## src/rtl/swhs_pkg.sv

```systemverilog
// ----------------------------------------------------------------------------
// swhs_pkg
// Shared types and constants for the single-wire humidity sensor reader.
// ----------------------------------------------------------------------------
`default_nettype none

package swhs_pkg;

  // Line sequencer phase codes.
  localparam logic [2:0] PH_IDLE      = 3'd0;
  localparam logic [2:0] PH_START     = 3'd1;
  localparam logic [2:0] PH_RELEASE   = 3'd2;
  localparam logic [2:0] PH_PRE_LOW   = 3'd3;
  localparam logic [2:0] PH_PRE_HIGH  = 3'd4;
  localparam logic [2:0] PH_DATA_LOW  = 3'd5;
  localparam logic [2:0] PH_DATA_HIGH = 3'd6;

  // Completion status codes.
  localparam logic [1:0] ST_OK       = 2'd0;
  localparam logic [1:0] ST_TIMEOUT  = 2'd1;
  localparam logic [1:0] ST_CHECKSUM = 2'd2;

  // Request kinds carried on the input tuser.
  localparam logic FUNC_TICK  = 1'b0;
  localparam logic FUNC_START = 1'b1;

  // Configuration register indexes.
  localparam logic [1:0] REG_START_LOW = 2'd0;
  localparam logic [1:0] REG_RELEASE   = 2'd1;
  localparam logic [1:0] REG_ONE_THR   = 2'd2;
  localparam logic [1:0] REG_TIMEOUT   = 2'd3;

  // Register reset values.
  localparam logic [15:0] START_LOW_RST = 16'd20000;
  localparam logic [7:0]  RELEASE_RST   = 8'd40;
  localparam logic [9:0]  ONE_THR_RST   = 10'd50;
  localparam logic [15:0] TIMEOUT_RST   = 16'd1000;

  // Number of data bits in one reading.
  localparam logic [5:0] TOTAL_BITS = 6'd40;

  // Widths of the stream words.
  localparam int IN_TDATA_W  = 8;
  localparam int OUT_TDATA_W = 40;

  typedef struct packed {
    logic [15:0] start_low;
    logic [7:0]  release_len;
    logic [9:0]  one_thr;
    logic [15:0] timeout;
  } cfg_t;

  typedef struct packed {
    logic               drive_low;
    logic               busy;
    logic               done;
    logic [1:0]         status;
    logic signed [15:0] temperature;
    logic [15:0]        humidity;
  } result_t;

endpackage

`default_nettype wire

```

## src/rtl/swhs_cfg.sv

```systemverilog
// ----------------------------------------------------------------------------
// swhs_cfg
// Configuration register file: start pulse, release, bit threshold, timeout.
// ----------------------------------------------------------------------------
`default_nettype none

module swhs_cfg (
  input  wire logic          clk,
  input  wire logic          rst_n,
  input  wire logic          wr_en,
  input  wire logic [1:0]    wr_addr,
  input  wire logic [15:0]   wr_data,
  output swhs_pkg::cfg_t     cfg
);
  import swhs_pkg::*;

  cfg_t cfg_r;

  // Each write request updates one register, truncated to its width.
  always_ff @(posedge clk) begin
    if (!rst_n) begin
      cfg_r.start_low   <= START_LOW_RST;
      cfg_r.release_len <= RELEASE_RST;
      cfg_r.one_thr     <= ONE_THR_RST;
      cfg_r.timeout     <= TIMEOUT_RST;
    end else if (wr_en) begin
      case (wr_addr)
        REG_START_LOW: cfg_r.start_low   <= wr_data;
        REG_RELEASE:   cfg_r.release_len <= wr_data[7:0];
        REG_ONE_THR:   cfg_r.one_thr     <= wr_data[9:0];
        REG_TIMEOUT:   cfg_r.timeout     <= wr_data;
        default: ;
      endcase
    end
  end

  assign cfg = cfg_r;

endmodule

`default_nettype wire

```

## src/rtl/swhs_core.sv

```systemverilog
// ----------------------------------------------------------------------------
// swhs_core
// Line sequencer: one tick or start request per step, with decode and
// checksum of the 40 received bits.
// ----------------------------------------------------------------------------
`default_nettype none

module swhs_core (
  input  wire logic          clk,
  input  wire logic          rst_n,
  input  wire logic          step_en,
  input  wire logic          func,
  input  wire logic          line_level,
  input  wire swhs_pkg::cfg_t cfg,
  output swhs_pkg::result_t  res
);
  import swhs_pkg::*;

  logic [2:0]         phase_r, phase_nxt;
  logic [15:0]        cnt_r, cnt_nxt;
  logic [5:0]         bitcnt_r, bitcnt_nxt;
  logic [39:0]        bits_r, bits_nxt;
  logic signed [15:0] temp_r, temp_nxt;
  logic [15:0]        hum_r, hum_nxt;

  logic [15:0] cnt_inc;
  logic        expected;
  logic        bit_val;
  logic [39:0] bits_sh;
  logic [7:0]  sum8;
  logic        chk_ok;
  logic [15:0] mag;
  logic [15:0] temp_dec;
  logic        done;
  logic [1:0]  status;
  logic        ended;

  // Decode of the word that would result from shifting in the current bit.
  assign cnt_inc  = cnt_r + 16'd1;
  assign expected = (phase_r == PH_PRE_HIGH) || (phase_r == PH_DATA_HIGH);
  assign bit_val  = (cnt_r > {6'd0, cfg.one_thr});
  assign bits_sh  = {bits_r[38:0], bit_val};
  assign sum8     = bits_sh[39:32] + bits_sh[31:24] + bits_sh[23:16] + bits_sh[15:8];
  assign chk_ok   = (sum8 == bits_sh[7:0]);
  assign mag      = {1'b0, bits_sh[22:16], bits_sh[15:8]};
  assign temp_dec = bits_sh[23] ? (16'd0 - mag) : mag;

  // Next state for one step.
  always_comb begin
    phase_nxt  = phase_r;
    cnt_nxt    = cnt_r;
    bitcnt_nxt = bitcnt_r;
    bits_nxt   = bits_r;
    temp_nxt   = temp_r;
    hum_nxt    = hum_r;
    done       = 1'b0;
    status     = ST_OK;
    ended      = 1'b0;
    if (step_en) begin
      if (func == FUNC_START) begin
        phase_nxt  = PH_START;
        cnt_nxt    = 16'd1;
        bitcnt_nxt = 6'd0;
        bits_nxt   = 40'd0;
        if (16'd1 >= cfg.start_low) begin
          phase_nxt = PH_RELEASE;
          cnt_nxt   = 16'd0;
        end
      end else begin
        case (phase_r)
          PH_START: begin
            cnt_nxt = cnt_inc;
            if (cnt_inc >= cfg.start_low) begin
              phase_nxt = PH_RELEASE;
              cnt_nxt   = 16'd0;
            end
          end
          PH_RELEASE: begin
            cnt_nxt = cnt_inc;
            if (cnt_inc >= {8'd0, cfg.release_len}) begin
              phase_nxt = PH_PRE_LOW;
              cnt_nxt   = 16'd0;
            end
          end
          PH_PRE_LOW, PH_PRE_HIGH, PH_DATA_LOW, PH_DATA_HIGH: begin
            if (line_level == expected) begin
              cnt_nxt = cnt_inc;
            end else begin
              // A level change closes the phase; a closed high data phase is a bit.
              if (phase_r == PH_DATA_HIGH) begin
                bits_nxt   = bits_sh;
                bitcnt_nxt = bitcnt_r + 6'd1;
                if (bitcnt_nxt >= TOTAL_BITS) begin
                  ended     = 1'b1;
                  done      = 1'b1;
                  phase_nxt = PH_IDLE;
                  cnt_nxt   = 16'd0;
                  if (chk_ok) begin
                    hum_nxt  = bits_sh[39:24];
                    temp_nxt = temp_dec;
                  end else begin
                    status = ST_CHECKSUM;
                  end
                end
              end
              if (!ended) begin
                phase_nxt = (phase_r == PH_DATA_HIGH) ? PH_DATA_LOW : phase_r + 3'd1;
                cnt_nxt   = 16'd1;
              end
            end
            if (!ended && (cnt_nxt >= cfg.timeout)) begin
              done      = 1'b1;
              status    = ST_TIMEOUT;
              phase_nxt = PH_IDLE;
              cnt_nxt   = 16'd0;
            end
          end
          default: ;
        endcase
      end
    end
  end

  // Sequencer state.
  always_ff @(posedge clk) begin
    if (!rst_n) begin
      phase_r  <= PH_IDLE;
      cnt_r    <= 16'd0;
      bitcnt_r <= 6'd0;
      bits_r   <= 40'd0;
      temp_r   <= 16'sd0;
      hum_r    <= 16'd0;
    end else begin
      phase_r  <= phase_nxt;
      cnt_r    <= cnt_nxt;
      bitcnt_r <= bitcnt_nxt;
      bits_r   <= bits_nxt;
      temp_r   <= temp_nxt;
      hum_r    <= hum_nxt;
    end
  end

  // Result reflects the state after the step.
  always_comb begin
    res.drive_low   = (phase_nxt == PH_START);
    res.busy        = (phase_nxt != PH_IDLE);
    res.done        = done;
    res.status      = done ? status : ST_OK;
    res.temperature = temp_nxt;
    res.humidity    = hum_nxt;
  end

endmodule

`default_nettype wire

```

## src/rtl/single_wire_humidity_sensor_reader.sv

```systemverilog
// ----------------------------------------------------------------------------
// single_wire_humidity_sensor_reader
// Tick-driven reader for a single-wire temperature and humidity sensor.
// ----------------------------------------------------------------------------
// Usage:
//   The input stream carries one request per tick: tuser selects a plain tick
//   with the sampled line level in tdata bit 0, or a request to start a new
//   reading. Every request produces exactly one result on the output stream:
//   the line drive, busy, done and status flags and the last good humidity
//   and temperature in tenths.
//   The configuration channel writes the start pulse length, release time,
//   one-bit threshold and phase timeout; write only while the block is idle.
// Timing:
//   A request accepted at one clock edge is captured in the input register and
//   its result is loaded into the output register once the output is not
//   stalled. One request per clock cycle is taken sustained while the output
//   is not stalled; the sequencer step between the registers sets that rate.
// Reset and stall:
//   Reset returns the sequencer to idle, clears the held readings and restores
//   the default configuration. When the output is stalled the result holds and
//   the input register takes one more request before in_tready drops.
// ----------------------------------------------------------------------------
`default_nettype none

module single_wire_humidity_sensor_reader (
  input  wire logic        clk,
  input  wire logic        rst_n,
  // Input stream.
  input  wire logic        in_tvalid,
  output wire logic        in_tready,
  // [0] line_level, [7:1] zero
  input  wire logic [swhs_pkg::IN_TDATA_W-1:0]  in_tdata,
  input  wire logic        in_tuser,   // [0] func
  // Result stream.
  output wire logic        out_tvalid,
  input  wire logic        out_tready,
  // [0] drive_low, [1] busy_res, [2] done_res, [4:3] status,
  // [20:5] temperature_tenths, [36:21] humidity_tenths, [39:37] zero
  output wire logic [swhs_pkg::OUT_TDATA_W-1:0] out_tdata,
  // Configuration write channel.
  input  wire logic        cfg_valid,
  output wire logic        cfg_ready,
  input  wire logic [1:0]  cfg_addr,
  input  wire logic [15:0] cfg_data
);
  import swhs_pkg::*;

  cfg_t    cfg;
  result_t res;

  logic                   stg_valid_r;
  logic                   stg_func_r;
  logic                   stg_level_r;
  logic                   out_valid_r;
  logic [OUT_TDATA_W-1:0] out_data_r;
  logic                   advance;
  logic                   in_accept;

  assign advance   = !out_valid_r || out_tready;
  assign in_accept = in_tvalid && in_tready;
  assign in_tready = !stg_valid_r || advance;
  assign cfg_ready = 1'b1;

  swhs_cfg u_cfg (
    .clk     (clk),
    .rst_n   (rst_n),
    .wr_en   (cfg_valid && cfg_ready),
    .wr_addr (cfg_addr),
    .wr_data (cfg_data),
    .cfg     (cfg)
  );

  swhs_core u_core (
    .clk        (clk),
    .rst_n      (rst_n),
    .step_en    (stg_valid_r && advance),
    .func       (stg_func_r),
    .line_level (stg_level_r),
    .cfg        (cfg),
    .res        (res)
  );

  // Input register.
  always_ff @(posedge clk) begin
    if (!rst_n) begin
      stg_valid_r <= 1'b0;
    end else if (in_accept) begin
      stg_valid_r <= 1'b1;
    end else if (advance) begin
      stg_valid_r <= 1'b0;
    end
  end

  always_ff @(posedge clk) begin
    if (in_accept) begin
      stg_func_r  <= in_tuser;
      stg_level_r <= in_tdata[0];
    end
  end

  // Result register.
  always_ff @(posedge clk) begin
    if (!rst_n) begin
      out_valid_r <= 1'b0;
    end else if (advance) begin
      out_valid_r <= stg_valid_r;
    end
  end

  always_ff @(posedge clk) begin
    if (stg_valid_r && advance) begin
      out_data_r <= {3'd0, res.humidity, res.temperature, res.status,
                     res.done, res.busy, res.drive_low};
    end
  end

  assign out_tvalid = out_valid_r;
  assign out_tdata  = out_data_r;

endmodule

`default_nettype wire

```

## config.mk

```make
export PLATFORM = sky130hd
export DESIGN_NAME = single_wire_humidity_sensor_reader
export DESIGN_NICKNAME = d
export VERILOG_FILES = /design/src/rtl/swhs_pkg.sv /design/src/rtl/swhs_cfg.sv /design/src/rtl/swhs_core.sv /design/src/rtl/single_wire_humidity_sensor_reader.sv
export SDC_FILE = /design/constraint.sdc
export NUM_CORES = 1
export LEC_CHECK = 0
export BUFFER_PORTS_ARGS = -buffer_cell sky130_fd_sc_hd__buf_2
export CORE_ASPECT_RATIO = 0.75
export CORE_UTILIZATION = 50
export DETAILED_ROUTE_END_ITERATION = 7
export HOLD_SLACK_MARGIN = 0.15
export PLACE_DENSITY_LB_ADDON = 0.1
export SYNTH_ARGS = -nofsm -noshare
export SYNTH_HDL_FRONTEND = slang
export SYNTH_SLANG_ARGS = --single-unit
```

## constraint.sdc

```tcl
create_clock -name clk -period 3.5 [get_ports clk]
set_clock_uncertainty 0.2 [all_clocks]
set_input_delay 0.7 -clock clk [delete_from_list [all_inputs] [get_ports clk]]
set_output_delay 0.7 -clock clk [all_outputs]
set_load 0.005 [all_outputs]
```

; After elaboration in Yosys (flattened, before gate mapping)
; Index checks and enable logic that the tools add are counted.
; Widths: inputs -> output; s select.
[word_totals]
wordCells = 141
output_inout_bits = 43
inputBits = 32
reg_bits = 187
[classes]
mux = 70
n_eq_ne = 13
n_addsub = 7
order_cmp = 6
n_reduce_logical = 24
bitwise = 4
[ops]
columns = op, n
row1 = $mux 16, 26
row2 = $mux 39, 4
row3 = $pmux 16 s3, 1
row4 = $ge 16x16->1, 2
row5 = $mux 3, 10
row6 = $add 8x8->8, 3
row7 = $mux 6, 4
row8 = $mux 1, 22
row9 = $add 16x1->16 const B, 1
row10 = $ge 1x16->1 const A, 1
row11 = $ge 16x8->1, 1
row12 = $gt 16x10->1, 1
row13 = $sub 1x15->16 const A, 1
row14 = $reduce_and 2->1, 5
row15 = $eq 3x3->1 const B, 3
row16 = $pmux 3 s3, 1
row17 = $eq 8x8->1, 1
row18 = $reduce_or 7->1, 1
row19 = $add 6x1->6 const B, 1
row20 = $eq 3x1->1 const B, 2
row21 = $eq 3x2->1 const B, 2
row22 = $ge 6x6->1 const B, 1
row23 = $reduce_bool 2->1, 3
row24 = $eq 2x2->1 const B, 2
row25 = other kinds (15), 25

; Longest topological paths before layout
; Gate-level depths: netlist (run 1).
[depth]
depth_word = 21
mapped_depth = 16

; By module
; Synthesis (run 1) repeated with hierarchy kept, for this count alone.
[hier_totals]
cells_unflattened = 1049
hier_area_um2 = 10217.3
[modules_own_cells]
columns = module, cells_per_inst, area_per_inst_um2, seq_area_each_um2, instances
row1 = swhs_core, 796, 6909.1, 1921.8, 1
row2 = swhs_cfg, 199, 1995.7, 1001.0, 1
row3 = single_wire_humidity_sensor_reader, 54, 1312.5, 1211.2, 1

; Least setup slack after synthesis (run 1)
; Ideal clock, no wire load.
[synth_path]
path_type = register to register
start = reg u_core.bits_r[16]
end = reg out_data_r[10] (netlist: out_tdata[10]) (data pin)
t_required_ps = 3038
path_buffers = 1
stages_incl_launch_ff = 14
synth_period_minus_slack_ps = 3860
setup_time_ps = 262
setup_slack_ps = -360
arrival_time_ps = 3399
cell_sequence = dfxtp_1 -> fa_1 -> fa_1 -> ha_1 -> inv_1 -> fa_1 -> xnor2_1 -> xnor2_1 -> nand3_1 -> nor2_1 -> nor4b_2 -> nand4_2 -> buf_6 -> mux2_4
[synth_rtl]
columns = item, line_no
row1 = "start, declared", swhs_core.sv:22  ; logic [39:0] bits_r, bits_nxt;
row2 = "start signal, assigned", swhs_core.sv:137  ; bits_r <= bits_nxt;
row3 = "end signal, assigned", single_wire_humidity_sensor_reader.sv:112  ; out_data_r <= {3'd0, res.humidity, res.temperature, res.status,
row4 = "end, declared", single_wire_humidity_sensor_reader.sv:55  ; logic [OUT_TDATA_W-1:0] out_data_r;

==> results of run 1 <==
-- worst max-delay path, cell delays in order (launching register included) --
cell,delay (ps)
dfxtp_4,350
fa_1,490
fa_1,500
ha_2,190
inv_2,40
fa_2,360
nor2b_2,120
o21ai_1,70
nand2b_1,150
a31oi_1,110
xnor2_1,270
nand4_2,180
buf_12,220
mux2_4,330
-- cells by family (layout without fill, tap and decap cells) --
logic type / count (synthesis) / count (layout)
and+or+nand+nor: 340 / 340
AOI/OAI and AO/OA: 203 / 203
DFF: 187 / 187
buffers and inverters: 125 / 277
adders and majority gates: 75 / 75
xor gates and xnor gates: 49 / 49
muxes: 39 / 39
other: 2 / 4
-- flip-flops by register name, indices dropped and copies added, names as in the netlist, 3 cells and up --
signal	count
u_core.phase_r	3
u_core.cnt_r	16
u_core.hum_r	16
u_cfg.cfg	50
u_core.bits_r	39
u_core.bitcnt_r	6
u_core.temp_r	16
out_tdata	37
-- per-layer routing --
| metal | track usage | vias to the layer above | share of wire | routed length (µm) |
|---|---|---|---|---|
| met1 | 0.406 | 3635 | 0.54 | 13100 |
| met2 | 0.329 | 190 | 0.40 | 9650 |
| met3 | 0.0383 | 17 | 0.053 | 1290 |
| met4 | 0.0677 | 0 | 0.0091 | 221 |
| li1 | - | 3807 | - | - |
| met5 | 0 | - | 0 | 0 |
-- placed cells by master (no fill, tap or decap), types with 6 or more instances in the layout --
cell,Yosys,layout
nor2b_1,55,54
xnor2_1,35,29
nand3_1,15,12
a21o_1,9,9
ha_1,61,53
inv_1,73,69
nand2_1,119,116
nor3_1,11,6
dfxtp_1,148,138
dfxtp_2,0,7
a211oi_1,6,6
xor2_1,13,10
a22oi_1,41,41
and2_1,41,16
xnor2_2,1,6
ha_4,0,7
mux2_4,30,30
nand2b_1,6,6
o21ai_0,47,41
nand4_1,10,10
a21boi_0,28,28
clkbuf_16,0,17
fa_1,14,13
buf_4,5,104
a21oi_1,19,15
and2_4,0,25
mux2i_1,7,7
nor2_2,0,7
nor2_1,42,33
o211ai_1,20,20
buf_2,2,62
edfxtp_1,39,39
-- through the flow --
stage | hold WS, ps | TNS, ps
floorplan | 243 | -12090
global placement | 253 | -21410
detailed placement | 256 | -26370
global route | 225 | -33680
CTS | 217 | -21640
finish | 235 | -22290
-- final timing paths --
path,end,slack [ps],depth (start not counted)
worst max-delay path,out_tdata[35],-370,13
worst min-delay path,stg_level_r,230,1
worst max register to register,out_tdata[35],-370,13
worst min register to register,u_cfg.cfg[14],260,2
-- repair_timing --
| item | CTS | global route |
|---|---|---|
| hold endpoints to repair | 0 | 0 |
| pin swaps | 12 | 40 |
| gates resized for setup | 32 | 88 |
| buffers inserted | 4 | 8 |
| endpoints found under the setup margin | 85 | 87 |
-- power by group through the flow --
| stage | clock network (mW) | logic (mW) | registers, mW |
|---|---|---|---|
| finish | 2.02 | 0.286 | 2.26 |
| detailed placement | 0 | 0.268 | 2.32 |
| global placement | 0 | 0.266 | 2.31 |
| CTS | 2.05 | 0.272 | 2.27 |
| global route | 2.14 | 0.320 | 2.27 |
| floorplan | 0 | 0.156 | 2.31 |
-- area by class of cell --
class	instances	area share
multi-input cells	710	0.468
flip-flops and latches	187	0.338
repair buffers	171	0.0949
clock buffers	17	0.0346
well taps	253	0.0258
inverters	74	0.0229
clock inverters	15	0.0159
==> flow_summary.ini, run 1 <==
[yosys]
syn_area_um2 = 9870
synthCells = 1020
synth_xor_area_frac = 0.0443
synth.most_common_cell = dfxtp_1
synth-seq-cells = 187
synth_top_family_by_area = simple AND/OR/NAND/NOR gates
synth_top_area_share = 0.300
ys.flop_type = dfxtp_1
synth_fa_ha_area_frac = 0.106
synth-simple-area-share = 0.182
synth_edf_count = 39
synth.area.mux_share = 0.0550
synth.area.top_cells = dfxtp_1 (30%), edfxtp_1 (12%), ha_1 (7.7%), mux2_4 (4.6%), nand2_1 (4.5%)
yosysTopAreaCell = dfxtp_1
yosys_warnings = 0
async_flop_share = 0
synthDistinctLibCells = 76
yosysSeqAreaShare = 0.419
syn_avg_cell_area_um2 = 9.67
synth_commonest_cells = dfxtp_1 (148), nand2_1 (119), inv_1 (73), ha_1 (61), nor2b_1 (55)
synth_compound_area_frac = 0.140

[critical_path]
cp-startpoint = u_core.bits_r[16]
r2r_start = u_core.bits_r[16]
cp_data_arrival_time_ps = 3870
cp-end-kind = flip-flop
cp.required_ps = 3500
startpoint_type = flip-flop
critPathKind = flip-flop to flip-flop
crit_fanout = 32

[floorplanning]
io_pins = 75
die_h_um = 124
die_area_um2 = 20300
rows = 44
core_um2 = 19300
die_x_um = 164
initial_core_util = 0.511

[route]
first_iter_violations = 730
vias = 7649
drt_wl_total_mm = 24.3
vias_per_cell = 5.36
drc = 0
drt-pass1-iter-count = 5
routedWlPerCell_um = 17.0
route.antenna.remaining_nets = 0

[cts]
clk_latency_ps = 450
clock_tree.root_cell = clkbuf_16
cts-buffers-inserted = 17
cts_hold_buffers = 0
cts.sinks = 187
htreeDepth = 4
clockBufferDepth = 2
cts_tree = done
clkTransAtPathRegs_ps = 70

[power]
leakagePower_nw = 5.29
power_frac_clock = 0.441
comb_power_share = 0.063
finalPower_mw = 4.57
seqPwrFrac = 0.496
power.internal_mw = 3.39
ir_worst_vdd_mv = 0.300
power.density_nw_per_um2 = 372
p_switching_mw = 1.17
sw_frac_of_total = 0.257

[run]
drv_cap = 0

[worst_hold_path]
min_from = in_tdata[0]
min_path_type = primary input to flip-flop

[timing]
post-route-min-period_ps = 3870
clock.fmax_ghz = 0.258
maxSlewHeadroom = 0.390
finalWorstSetupSlack_ps = -370
worst_pin_slew_ps = 911
setup_viol = 66
maxSlewViolCount = 0
rsz0062_at_grt = true
hold_viol = 0
period_share = 1.11

[placement]
place_ws_ps = -384
hpwlAfterDp_mm = 17.2
gp_congestion = 0.892
numPortBuffers = 63
post-place-cells = 1387
placed_area_um2 = 11100

[finish]
final_util = 0.635
nets = 1268
final_area_um2 = 12300
antenna_cells = 0
area_delta_synth_final_pct = 24.4
fillerInstances = 1595
multiInputGateArea_um2 = 5740
ff_latch_area_um2 = 4150
drive_above_1_share = 0.296
final_cells = 1427

[grt]
grt_pass1_wl_mm = 38.5
antenna_found_initial = 0
grt_max_degree = 81
grt_use_total = 0.249
grt-ovfl-total = 0
grt_pass1_vias = 7127

[outcome]
violations = setup timing
status = complete, but fails checks
No activity file was read; power rests on OpenSTA's default activity.
==> run 2: changes to the inputs <==
--- a/config.mk
+++ b/config.mk
@@ -6,7 +6,7 @@
 export NUM_CORES = 1
 export LEC_CHECK = 0
 export BUFFER_PORTS_ARGS = -buffer_cell sky130_fd_sc_hd__buf_2
-export CORE_ASPECT_RATIO = 0.75
+export CORE_ASPECT_RATIO = 1.5
 export CORE_UTILIZATION = 50
 export DETAILED_ROUTE_END_ITERATION = 7
 export HOLD_SLACK_MARGIN = 0.15
==> run 2 against run 1 <==
  * Fmax up 0.76%
  * The run still ends with setup timing left
  * Setup slack better by 29 ps
  * Register-to-register slack better by 30 ps
  * Global-route usage is 0.25 points lower
  * Total power down 0.44%
  * Sequential share of layout area is essentially flat
  * Critical path type unchanged
  * Hold slack improved by 13 ps
==> flow_summary.ini, run 2 (synthesis gave the netlist of run 1 again) <==
[timing]
hold_viol = 0
maxSlewViolCount = 0
clock.fmax_ghz = 0.260
finalWorstSetupSlack_ps = -341
worst_pin_slew_ps = 945
setup_viol = 64
post-route-min-period_ps = 3840
rsz0062_at_grt = true
period_share = 1.10
maxSlewHeadroom = 0.370

[placement]
numPortBuffers = 63
gp_congestion = 0.908
hpwlAfterDp_mm = 17.4
placed_area_um2 = 11100

[route]
drt_wl_total_mm = 24.1
first_iter_violations = 295
drt-pass1-iter-count = 5
vias = 7670
vias_per_cell = 5.34
routedWlPerCell_um = 16.8
drc = 0
route.antenna.remaining_nets = 0

[cts]
cts_tree = done
clkTransAtPathRegs_ps = 70
htreeDepth = 4
clockBufferDepth = 2
clock_tree.root_cell = clkbuf_16
cts.sinks = 187
clk_latency_ps = 440
cts-buffers-inserted = 17

[critical_path]
crit_fanout = 32
crit_top_cell = fa_1
cp-startpoint = u_core.bits_r[16]
cp-end-kind = flip-flop
critPathSlowestCell = fa_2
critPathKind = flip-flop to flip-flop
cp.required_ps = 3490
r2r_start = u_core.bits_r[16]
cpPeakStageDelay_ps = 520
path_cells = fa_1 > fa_1 > ha_2 > inv_2 > fa_2 > xor2_1 > nand3_1 > nor2_1 > nor4b_4 > nand4_2 > buf_12 > mux2_4
startpoint_type = flip-flop
cp_data_arrival_time_ps = 3830

[floorplanning]
rows = 62
core_um2 = 19200
initial_core_util = 0.513
die_area_um2 = 20300
io_pins = 75
die_x_um = 117
die_h_um = 174

[finish]
largest_reg_flops = 50
antenna_cells = 0
multiInputGateArea_um2 = 5690
final_cell_mix = dfxtp_1 (137), nand2_1 (115), buf_4 (106)
final_common_cell = dfxtp_1
ff_latch_area_um2 = 4150
drive_above_1_share = 0.293
nets = 1273
final_area_um2 = 12300
area_delta_synth_final_pct = 24.2
fillerInstances = 1679

[power]
power.density_nw_per_um2 = 371
p_switching_mw = 1.08
power.internal_mw = 3.47
ir_worst_vdd_mv = 0.324
comb_power_share = 0.063
sw_frac_of_total = 0.237
seqPwrFrac = 0.499
power_frac_clock = 0.438
leakagePower_nw = 5.26
finalPower_mw = 4.55

[worst_hold_path]
min_path_type = primary input to flip-flop
min_from = in_tuser

[grt]
antenna_found_initial = 0
grt_max_degree = 88
grt_use_total = 0.247
grt-ovfl-total = 0
grt_pass1_wl_mm = 38.2
grt_pass1_vias = 7687

[outcome]
violations = setup timing
status = complete, but fails checks

[run]
drv_cap = 0
==> run 2: cell types whose count changed in the layout (fill, tap and decap cells not counted), moves of 3 or more <==
| cell | previous run | this run |
|---|---|---|
| inv_6 | 1 | 5 |
| nor2_1 | 33 | 39 |
| nor2_2 | 7 | 1 |
| inv_8 | 5 | 1 |
| clkinv_8 | 4 | 0 |
| buf_6 | 3 | 6 |
| xor2_2 | 1 | 4 |
==> run 2: what timing repair did <==
item | 4_1_cts | 5_1_grt
hold buffers | 0 | 0
pin swaps | 12 | 35
buffers inserted | 3 | 11
setup endpoints to repair | 85 | 86
gates resized for setup | 29 | 86
gates cloned | 0 | 0
==> run 2: routing by layer <==
| metal | global-route usage | part of all wire | up-vias |
|---|---|---|---|
| met1 | 0.268 | 0.40 | 3669 |
| li1 | - | - | 3805 |
| met4 | 0.123 | 0.037 | 0 |
| met5 | 0 | 0 | - |
| met3 | 0.0391 | 0.024 | 58 |
| met2 | 0.452 | 0.54 | 138 |
==> run 2: power by group through the flow <==
stage / clock, mW / combinational (mW) / sequential (mW)
final: 1.99 / 0.287 / 2.27
after floorplan: 0 / 0.156 / 2.31
after CTS: 2.03 / 0.277 / 2.27
after detailed placement: 0 / 0.272 / 2.32
after global routing: 2.11 / 0.317 / 2.27
after global placement: 0 / 0.269 / 2.32
==> run 2: layout make-up <==
type | instances | area share
multi-input cells | 710 | 0.464
flip-flops and latches | 187 | 0.339
repair buffers | 176 | 0.0990
clock buffers | 18 | 0.0367
well taps | 256 | 0.0261
inverters | 74 | 0.0230
clock inverters | 14 | 0.0128
==> run 2: metrics by stage <==
stage | std cells | utilization | setup TNS, ps | worst slack (ps) | hold WS (ps)
finish | 1435 | 0.637 | -20490 | -341 | 248
detailed placement | 1390 | 0.575 | -26830 | -467 | 257
CTS | 1425 | 0.615 | -20920 | -342 | 229
global route | 1435 | 0.637 | -31680 | -509 | 226
global placement | 1390 | 0.575 | -23640 | -425 | 250
floorplan | 1022 | - | -12090 | -210 | 243
==> run 2: final timing paths <==
| check | slack (ps) | cells past startpoint | to |
|---|---|---|---|
| max | -340 | 12 | out_tdata[9] |
| min reg2reg | 260 | 2 | u_cfg.cfg[1] |
| min | 250 | 1 | stg_func_r |
| max reg2reg | -340 | 12 | out_tdata[9] |
==> run 2: critical path, delay by kind of cell, from the launching register on <==
kind / cells / cell delay, ps
adders and majority gates: 4 / 1700
and+or+nand+nor: 4 / 570
DFF: 1 / 350
muxes: 1 / 330
buffers and inverters: 2 / 290
xor gates and xnor gates: 1 / 130
==> run 3: changes to the inputs <==
--- a/config.mk
+++ b/config.mk
@@ -5,7 +5,9 @@
 export SDC_FILE = /design/constraint.sdc
 export NUM_CORES = 1
 export LEC_CHECK = 0
+export ABC_CLOCK_PERIOD_IN_PS = 3900
 export BUFFER_PORTS_ARGS = -buffer_cell sky130_fd_sc_hd__buf_2
+export CAP_MARGIN = 20
 export CORE_ASPECT_RATIO = 1.5
 export CORE_UTILIZATION = 50
 export DETAILED_ROUTE_END_ITERATION = 7
==> constraint.sdc (replaced) <==
create_clock -name clk -period 3.9 [get_ports clk]
set_clock_uncertainty 0.2 [all_clocks]
set_input_delay 0.78 -clock clk [delete_from_list [all_inputs] [get_ports clk]]
set_output_delay 0.78 -clock clk [all_outputs]
set_load 0.005 [all_outputs]
==> run 3 against run 2 <==
  * The run still ends with setup timing left
  * Cell count is 3.1% lower
  * Non-clock buffer count shrank 44
  * Via count fell by 4.4%
  * Clock-buffer cell count unchanged
  * Hold slack improved by 16 ps
  * Fmax decreased by 4.3%
  * Clock power fell by 14%
  * First-iteration DRC count up 27%
  * Combinational power decreased by 19%
  * Critical endpoint is now u_core.hum_r[4]
  * Largest cell class unchanged
==> flow_summary.ini, run 3 (synthesis gave the netlist of run 1 again) <==
[outcome]
status = complete, but fails checks
violations = setup timing

[finish]
ff_latch_area_um2 = 4140
final_cell_mix = dfxtp_1 (146), nand2_1 (119), inv_1 (72)
final_common_cell = dfxtp_1
final_area_um2 = 11600
drive_above_1_share = 0.221
fillerInstances = 1738
largest_reg_flops = 50
final_cells = 1391
final_util = 0.605
antenna_cells = 0
nets = 1229
multiInputGateArea_um2 = 5420
area_delta_synth_final_pct = 18.0

[power]
ir_worst_vdd_mv = 0.291
leakagePower_nw = 4.99
power.density_nw_per_um2 = 342

[grt]
grt-ovfl-total = 0
grt_pass1_wl_mm = 37.2
grt_pass1_vias = 7207
grt_max_degree = 48
grt_use_total = 0.240
antenna_found_initial = 0

[critical_path]
cp-end-kind = flip-flop
cp-startpoint = u_core.bits_r[24]
critPathKind = flip-flop to flip-flop
rr_worst_depth = 14
r2r_end = u_core.hum_r[4]
startpoint_type = flip-flop
crit_end = u_core.hum_r[4]
cp.required_ps = 4040
r2r_start = u_core.bits_r[24]
cp_data_arrival_time_ps = 4150
crit_fanout = 8
reg2reg_slack_ps = -110

[timing]
hold_slack_ps = 264
rsz0062_at_grt = true
maxSlewViolCount = 0
finalWorstSetupSlack_ps = -112
worst_pin_slew_ps = 875
post-route-min-period_ps = 4010
setup_viol = 53
period_share = 1.03
clock.fmax_ghz = 0.249
maxSlewHeadroom = 0.415
hold_viol = 0
fin_tns_setup_ps = -4650

[placement]
gp_congestion = 0.844
post-place-cells = 1353
placed_area_um2 = 10800
hpwlAfterDp_mm = 16.6
numPortBuffers = 63

[worst_hold_path]
whs_path_depth = 2
min_path_type = flip-flop to flip-flop

[cts]
htreeDepth = 4
cts_hold_buffers = 0
clkTransAtPathRegs_ps = 70
clock_tree.root_cell = clkbuf_16
cts-buffers-inserted = 17
cts.sinks = 187
clockBufferDepth = 2
clk_latency_ps = 440
cts_tree = done

[route]
route.antenna.remaining_nets = 0
vias = 7329
vias_per_cell = 5.27
drt_wl_total_mm = 22.7
first_iter_violations = 376
routedWlPerCell_um = 16.3
drc = 0
drt-pass1-iter-count = 5

[run]
drv_cap = 0

[floorplanning]
io_pins = 75
die_x_um = 117
die_area_um2 = 20300
die_h_um = 174
rows = 62
core_um2 = 19200
initial_core_util = 0.513
-- run 3: worst min path at each step --
stage | startpoint | endpoint | slack [ps]
after CTS | u_cfg.cfg[22] | u_cfg.cfg[22] | 270
after global routing | u_cfg.cfg[13] | u_cfg.cfg[13] | 290
after detailed placement | u_cfg.cfg[22] | u_cfg.cfg[22] | 260
after floorplan | u_cfg.cfg[10] | u_cfg.cfg[10] | 240
final | u_cfg.cfg[22] | u_cfg.cfg[22] | 260
after global placement | u_cfg.cfg[4] | u_cfg.cfg[4] | 250
-- run 3: critical path, stage by stage, from the launching register on --
cell and delay [ps]:
dfxtp_2 330, fa_1 490, fa_1 500, ha_2 190, inv_2 40, fa_2 520
xor2_1 150, nand3_1 100, nor2_1 120, nor4b_4 250, nand4_4 190, buf_6 210
buf_16 150, mux2_4 300, and2_4 150
-- run 3: power by group --
part | internal [mW] | switching [mW] | total, mW
logic | 0.0905 | 0.142 | 0.233
clock network | 0.948 | 0.769 | 1.72
registers | 2.01 | 0.0189 | 2.03
total | 3.05 | 0.930 | 3.98
-- run 3: repair_timing --
item                                    in CTS  in global routing
resized for setup                           18                 36
endpoints found under the setup margin      65                 83
gates cloned                                 3                  0
pin swaps                                    6                  4
buffers inserted                             3                  1
-- run 3: metal layers --
metal,GRT usage,share of wire,vias up
met2,0.438,0.54,138
met3,0.0450,0.030,44
met1,0.263,0.39,3421
met5,0,0,-
met4,0.107,0.038,0
li1,-,-,3726
-- run 3: cell type report --
| class | instances | area share |
|---|---|---|
| well taps | 256 | 0.0275 |
| repair buffers | 132 | 0.0784 |
| flip-flops and latches | 187 | 0.355 |
| clock buffers | 18 | 0.0368 |
| multi-input cells | 710 | 0.466 |
| clock inverters | 14 | 0.0125 |
| inverters | 74 | 0.0240 |
-- run 3: metrics by stage --
stage / setup WS [ps] / power (mW)
after global routing: -240 / 4.13
after floorplan: 39.8 / 2.22
after global placement: -66.1 / 2.31
final: -112 / 3.98
after CTS: -84.1 / 4.02
after detailed placement: -136 / 2.31
